[config.mk]
export PLATFORM = sky130hd
export DESIGN_NAME = csmv_front_flat
export DESIGN_NICKNAME = d
export VERILOG_FILES = /design/src/hw/rtl/csmv_pkg.sv /design/src/hw/rtl/csmv_if.sv /design/src/hw/rtl/csmv_front.sv /design/src/flat_wrapper.sv
export SDC_FILE = /design/constraint.sdc
export NUM_CORES = 1
export LEC_CHECK = 0
export BUFFER_PORTS_ARGS = -buffer_cell sky130_fd_sc_hd__clkbuf_2
export CAP_MARGIN = 20
export CORE_MARGIN = 5
export CORE_UTILIZATION = 46
export CTS_CLUSTER_SIZE = 28
export DETAILED_ROUTE_END_ITERATION = 6
export PLACE_DENSITY = 0.76
export SLEW_MARGIN = 20
export SYNTH_ARGS = -nofsm -noshare
export SYNTH_HDL_FRONTEND = slang
export SYNTH_SLANG_ARGS = --single-unit
[constraint.sdc]
create_clock -name clk -period 4.1 [get_ports clk]
set_clock_uncertainty 0.2 [all_clocks]
set_input_delay 0.82 -clock clk [delete_from_list [all_inputs] [get_ports clk]]
set_output_delay 0.82 -clock clk [all_outputs]
set_load 0.05 [all_outputs]
[src/hw/rtl/csmv_pkg.sv]
// ----------------------------------------------------------------------------
// csmv_pkg
// Shared types and constants of the sparse matrix-vector axpby unit.
// ----------------------------------------------------------------------------
package csmv_pkg;

  localparam int unsigned VEC_DEPTH_DEF = 1024;
  localparam int unsigned IDX_W         = 10;
  localparam int unsigned VAL_W         = 32;
  localparam int unsigned CFG_IDX_W     = 2;
  localparam int unsigned QUEUE_DEPTH   = 2;

  localparam logic [1:0] FUNC_LOAD    = 2'd0;
  localparam logic [1:0] FUNC_NONZERO = 2'd1;
  localparam logic [1:0] FUNC_LINE    = 2'd2;
  localparam logic [1:0] FUNC_READ    = 2'd3;

  localparam logic [CFG_IDX_W-1:0] CFG_ALPHA = CFG_IDX_W'(0);
  localparam logic [CFG_IDX_W-1:0] CFG_BETA  = CFG_IDX_W'(1);
  localparam logic [CFG_IDX_W-1:0] CFG_MODE  = CFG_IDX_W'(2);

  localparam logic signed [VAL_W-1:0] ALPHA_RESET = 32'sh0001_0000;
  localparam logic signed [VAL_W-1:0] BETA_RESET  = 32'sh0000_0000;

  typedef enum logic [2:0] {
    OP_LOAD_X,
    OP_NZ_ROW,
    OP_LINE_END,
    OP_LOAD_Y,
    OP_NZ_COL,
    OP_LINE_X,
    OP_READ
  } op_t;

  typedef struct packed {
    op_t                     op;
    logic [IDX_W-1:0]        index;
    logic signed [VAL_W-1:0] value;
  } work_t;

  typedef struct packed {
    logic signed [VAL_W-1:0] alpha;
    logic signed [VAL_W-1:0] beta;
    logic                    column_mode;
  } cfg_t;

endpackage

[src/hw/rtl/csmv_if.sv]
// ----------------------------------------------------------------------------
// csmv interfaces
// Valid/ready channels for input items and result items.
// ----------------------------------------------------------------------------
interface csmv_item_if import csmv_pkg::*; ();
  logic                    valid;
  logic                    ready;
  logic [1:0]              func;
  logic [IDX_W-1:0]        index;
  logic signed [VAL_W-1:0] value;

  modport source (output valid, output func, output index, output value, input ready);
  modport sink   (input valid, input func, input index, input value, output ready);
endinterface


[src/hw/rtl/csmv_front.sv]
// ----------------------------------------------------------------------------
// csmv_front
// Accepts transactions, decodes the operation for the current layout,
// reduces the index to a store address and queues the work.
// ----------------------------------------------------------------------------
module csmv_front import csmv_pkg::*; #(
  parameter  int unsigned VEC_DEPTH = VEC_DEPTH_DEF,
  localparam int unsigned AW        = $clog2(VEC_DEPTH)
) (
  input  logic          clk,
  input  logic          rst,
  input  cfg_t          cfg,
  csmv_item_if.sink     item,
  output logic          q_valid,
  output work_t         q_work,
  output logic [AW-1:0] q_addr,
  input  logic          q_pop
);

  localparam int unsigned RK    = 20;
  localparam int unsigned RECIP = (1 << RK) / VEC_DEPTH;
  localparam int unsigned PW    = IDX_W + RK;
  localparam int unsigned QDW   = IDX_W + 17;
  localparam int unsigned QPW   = (QUEUE_DEPTH > 1) ? $clog2(QUEUE_DEPTH) : 1;
  localparam int unsigned CW    = $clog2(QUEUE_DEPTH + 1);

  logic [PW-1:0]    rprod;
  logic [IDX_W-1:0] quo;
  logic [QDW-1:0]   qd;
  logic [IDX_W-1:0] rem0;
  logic [IDX_W-1:0] rem1;
  logic [AW-1:0]    addr_in;
  work_t            work_in;

  work_t            qw [QUEUE_DEPTH];
  logic [AW-1:0]    qa [QUEUE_DEPTH];
  logic [QPW-1:0]   wr_ptr;
  logic [QPW-1:0]   rd_ptr;
  logic [CW-1:0]    cnt;
  logic             push;

  // index modulo depth by reciprocal, quotient low by at most one
  always_comb begin
    rprod   = PW'(item.index) * PW'(RECIP);
    quo     = rprod[PW-1:RK];
    qd      = QDW'(quo) * QDW'(VEC_DEPTH);
    rem0    = IDX_W'(QDW'(item.index) - qd);
    rem1    = (QDW'(rem0) >= QDW'(VEC_DEPTH)) ? IDX_W'(QDW'(rem0) - QDW'(VEC_DEPTH)) : rem0;
    addr_in = AW'(rem1);
  end

  always_comb begin
    work_in.index = item.index;
    work_in.value = item.value;
    case (item.func)
      FUNC_LOAD:    work_in.op = cfg.column_mode ? OP_LOAD_Y : OP_LOAD_X;
      FUNC_NONZERO: work_in.op = cfg.column_mode ? OP_NZ_COL : OP_NZ_ROW;
      FUNC_LINE:    work_in.op = cfg.column_mode ? OP_LINE_X : OP_LINE_END;
      default:      work_in.op = OP_READ;
    endcase
  end

  assign item.ready = !rst && (cnt != CW'(QUEUE_DEPTH));
  assign push       = item.valid && item.ready;
  assign q_valid    = (cnt != '0);
  assign q_work     = qw[rd_ptr];
  assign q_addr     = qa[rd_ptr];

  always_ff @(posedge clk) begin
    if (push) begin
      qw[wr_ptr] <= work_in;
      qa[wr_ptr] <= addr_in;
    end
  end

  always_ff @(posedge clk) begin
    if (rst) begin
      wr_ptr <= '0;
      rd_ptr <= '0;
      cnt    <= '0;
    end else begin
      if (push) begin
        wr_ptr <= (wr_ptr == QPW'(QUEUE_DEPTH - 1)) ? '0 : wr_ptr + 1'b1;
      end
      if (q_pop) begin
        rd_ptr <= (rd_ptr == QPW'(QUEUE_DEPTH - 1)) ? '0 : rd_ptr + 1'b1;
      end
      case ({push, q_pop})
        2'b10:   cnt <= cnt + 1'b1;
        2'b01:   cnt <= cnt - 1'b1;
        default: cnt <= cnt;
      endcase
    end
  end

  a_pop_nonempty: assert property (@(posedge clk) disable iff (rst) q_pop |-> q_valid)
    else $error("queue popped while empty");

endmodule

[src/flat_wrapper.sv]
// flat-port wrapper written by rule: the top's interface ports become plain ports
module csmv_front_flat import csmv_pkg::*;
#(
  parameter  int unsigned VEC_DEPTH = VEC_DEPTH_DEF,
  localparam int unsigned AW        = $clog2(VEC_DEPTH)
)
  (clk, rst, cfg, q_valid, q_work, q_addr, q_pop, item_valid, item_func, item_index, item_value, item_ready);
  csmv_item_if item_i ();
  input  logic clk;
  input  logic rst;
  input  cfg_t cfg;
  output logic q_valid;
  output work_t q_work;
  output logic [AW-1:0] q_addr;
  input  logic q_pop;
  input wire logic [$bits(item_i.valid)-1:0] item_valid;
  input wire logic [$bits(item_i.func)-1:0] item_func;
  input wire logic [$bits(item_i.index)-1:0] item_index;
  input wire logic [$bits(item_i.value)-1:0] item_value;
  output wire logic [$bits(item_i.ready)-1:0] item_ready;
  assign item_i.valid = item_valid;
  assign item_i.func = item_func;
  assign item_i.index = item_index;
  assign item_i.value = item_value;
  assign item_ready = item_i.ready;
  csmv_front #(.VEC_DEPTH(VEC_DEPTH)) u_core (.clk(clk), .rst(rst), .cfg(cfg), .item(item_i), .q_valid(q_valid), .q_work(q_work), .q_addr(q_addr), .q_pop(q_pop));
endmodule
==> results.yml <==
status:
  outcome: "finished, final reports clean"
layout:
  area_growth_pct: 21.8
  layout_common_cells: "clkbuf_2 (105), edfxtp_1 (90), mux2_2 (45), clkbuf_8 (9)"
  drive_gt1_frac: 0.592
  final_common_cell: "clkbuf_2"
  final_util: 0.568
  fin_nets: 398
  antenna_cells: 0
hold_path:
  hold_class: "flop to flop"
timing:
  finalSetupViolCount: 0
  maxSlewViolCount: 0
  tightest_slew_ns: 0.652
  fin_crit_sh: 0.770
  maxSlewHeadroom: 0.565
  period_minus_slack_ns: 3.16
  rsz0062_at_grt: "no"
  finalHoldViolCount: 0
  clock.fmax_ghz: 0.317
  finalHoldWorstSlack_ns: 0.305
  timing.setup.tns_ns: 0
die:
  die_width_um: 98.0
  ios: 170
  core_um2: 7650
  die_h_um: 98.0
  std_cell_rows: 32
  initial_utilization: 0.466
  dieArea_um2: 9610
logic_synthesis:
  synthCells: 180
  syn_area_um2: 3560
  yosys.area.top_type: "edfxtp_1"
  yosysWarnings: 0
  synth_top_cell_area_share: 0.758
  yosysUniqueCellTypes: 18
  synth-seq-area-share: 0.786
  synthTopCellsByArea: "edfxtp_1 (76%), mux2_2 (14%), dfxtp_1 (2.8%), buf_4 (2.1%), xnor2_1 (0.74%)"
  synth_fp_nets: 294
  avgSynthCellArea_um2: 19.8
  synth_seq_cells: 95
detailed_routing:
  drcViolationCount: 0
  dr.first_iter.drc_count: 109
  wl_mm: 5.99
  ant_nets: 0
  drt_first_pass_iters: 4
  vias: 1843
  wl_per_cell_um: 15.3
  via_per_inst: 4.71
setup_path:
  critPathMaxFanout: 26
  end_kind: "primary output"
  critPathRequiredTime_ns: 3.08
  startpoint_type: "flop"
  crit_type: "flop to primary output"
  arrival_ns: 2.14
power:
  p_per_area_nw_per_um2: 490
  power.total_mw: 2.13
  ir_drop_mv: 0.262
  power.leakage_nw: 1.64
clocking:
  cts-htree-levels: 3
  clk-insertion-delay-late_ns: 0.34
  holdBufCountCts: 0
  path_clk_slew_ns: 0.08
  clk_path_buf_depth: 2
  numCtsBuffers: 9
  post_cts_buffers: 0
  cts_resized: 0
  cts_tree: "yes"
  cts_sinks: 95
  cts_root_buf: "clkbuf_8"
grt:
  antenna_found_initial: 0
  grt_first_pass_wirelength_mm: 9.54
  grt_use_total: 0.127
  grt_overflow: 0
  grt_start_max_net_pins: 46
  grt_pass1_vias: 2033
place:
  io_buffers: 105
  gp_congestion: 0.692
  dp_hpwl_mm: 4.09
flow_run:
  max_cap_viol_count: 0
==> cell usage after synthesis, drive strengths merged <==
cell type,n
o21ai,3
mux2,45
xnor2,3
nor2,5
and3,1
edfxtp,90
a21oi,2
or3,3
maj3,1
dfxtp,5
ha,1
xor2,1
or2,1
buf,15
nor2b,1
nand2b,2
inv,1
==> area by class of cell <==
class	instances	area, um2
clock buffers	10	128
clock inverters	6	61.3
fillers	635	3300
inverters	1	3.75
multi-input cells	69	671
flip-flops and latches	95	2800
well taps	102	128
repair buffers	108	548
==> worst paths after layout <==
kind	startpoint	to	slack (ns)	depth (start not counted)
max reg2reg	u_core.cnt[0]	u_core.cnt[1]	2.10	5
min reg2reg	u_core.cnt[1]	u_core.cnt[1]	0.31	2
min	u_core.cnt[1]	u_core.cnt[1]	0.31	2
max	flop	q_addr[0]	0.94	3
==> cell families after synthesis <==
family,count (synthesis),synth area share
buf+inv,16,0.0291
xor+xnor,4,0.00983
fa+ha+maj,2,0.00632
simple gates,13,0.0193
flops,95,0.786
compound gates,5,0.00702
mux,45,0.142
==> registers in the layout, summed over array words and instances, names as in the netlist, named ones only <==
signal	count
u_core.qw	90
u_core.wr_ptr	1
u_core.cnt	2
u_core.rd_ptr	1
==> power by group <==
part	leakage, nW	internal [mW]	switching (mW)
registers	0.867	1.12	0.0237
logic	0.684	0.114	0.297
clock network	0.0859	0.279	0.298
==> worst max-delay path, cell delays in order (launching register included) <==
cell and delay, ns:
dfxtp_2 0.75, buf_4 0.39, mux2_2 0.39, clkbuf_2 0.24
==> metrics by stage <==
| step | setup slack, ns | cells | area [um2] |
|---|---|---|---|
| 3_3_place_gp | 1.27 | 375 | 4150 |
| 4_1_cts | 0.869 | 391 | 4340 |
| 2_1_floorplan | 0.332 | 180 | 3560 |
| 6_report | 0.942 | 391 | 4340 |
| 3_5_place_dp | 1.26 | 375 | 4150 |
| 5_1_grt | 0.805 | 391 | 4340 |
==> per-layer routing <==
layer	wire, um	track usage	vias up
met5	0	0	-
met4	38	0.0511	0
met3	399	0.0379	5
met2	3060	0.217	73
met1	2490	0.150	877
li1	-	-	888
(Power assumes the default switching activity.)
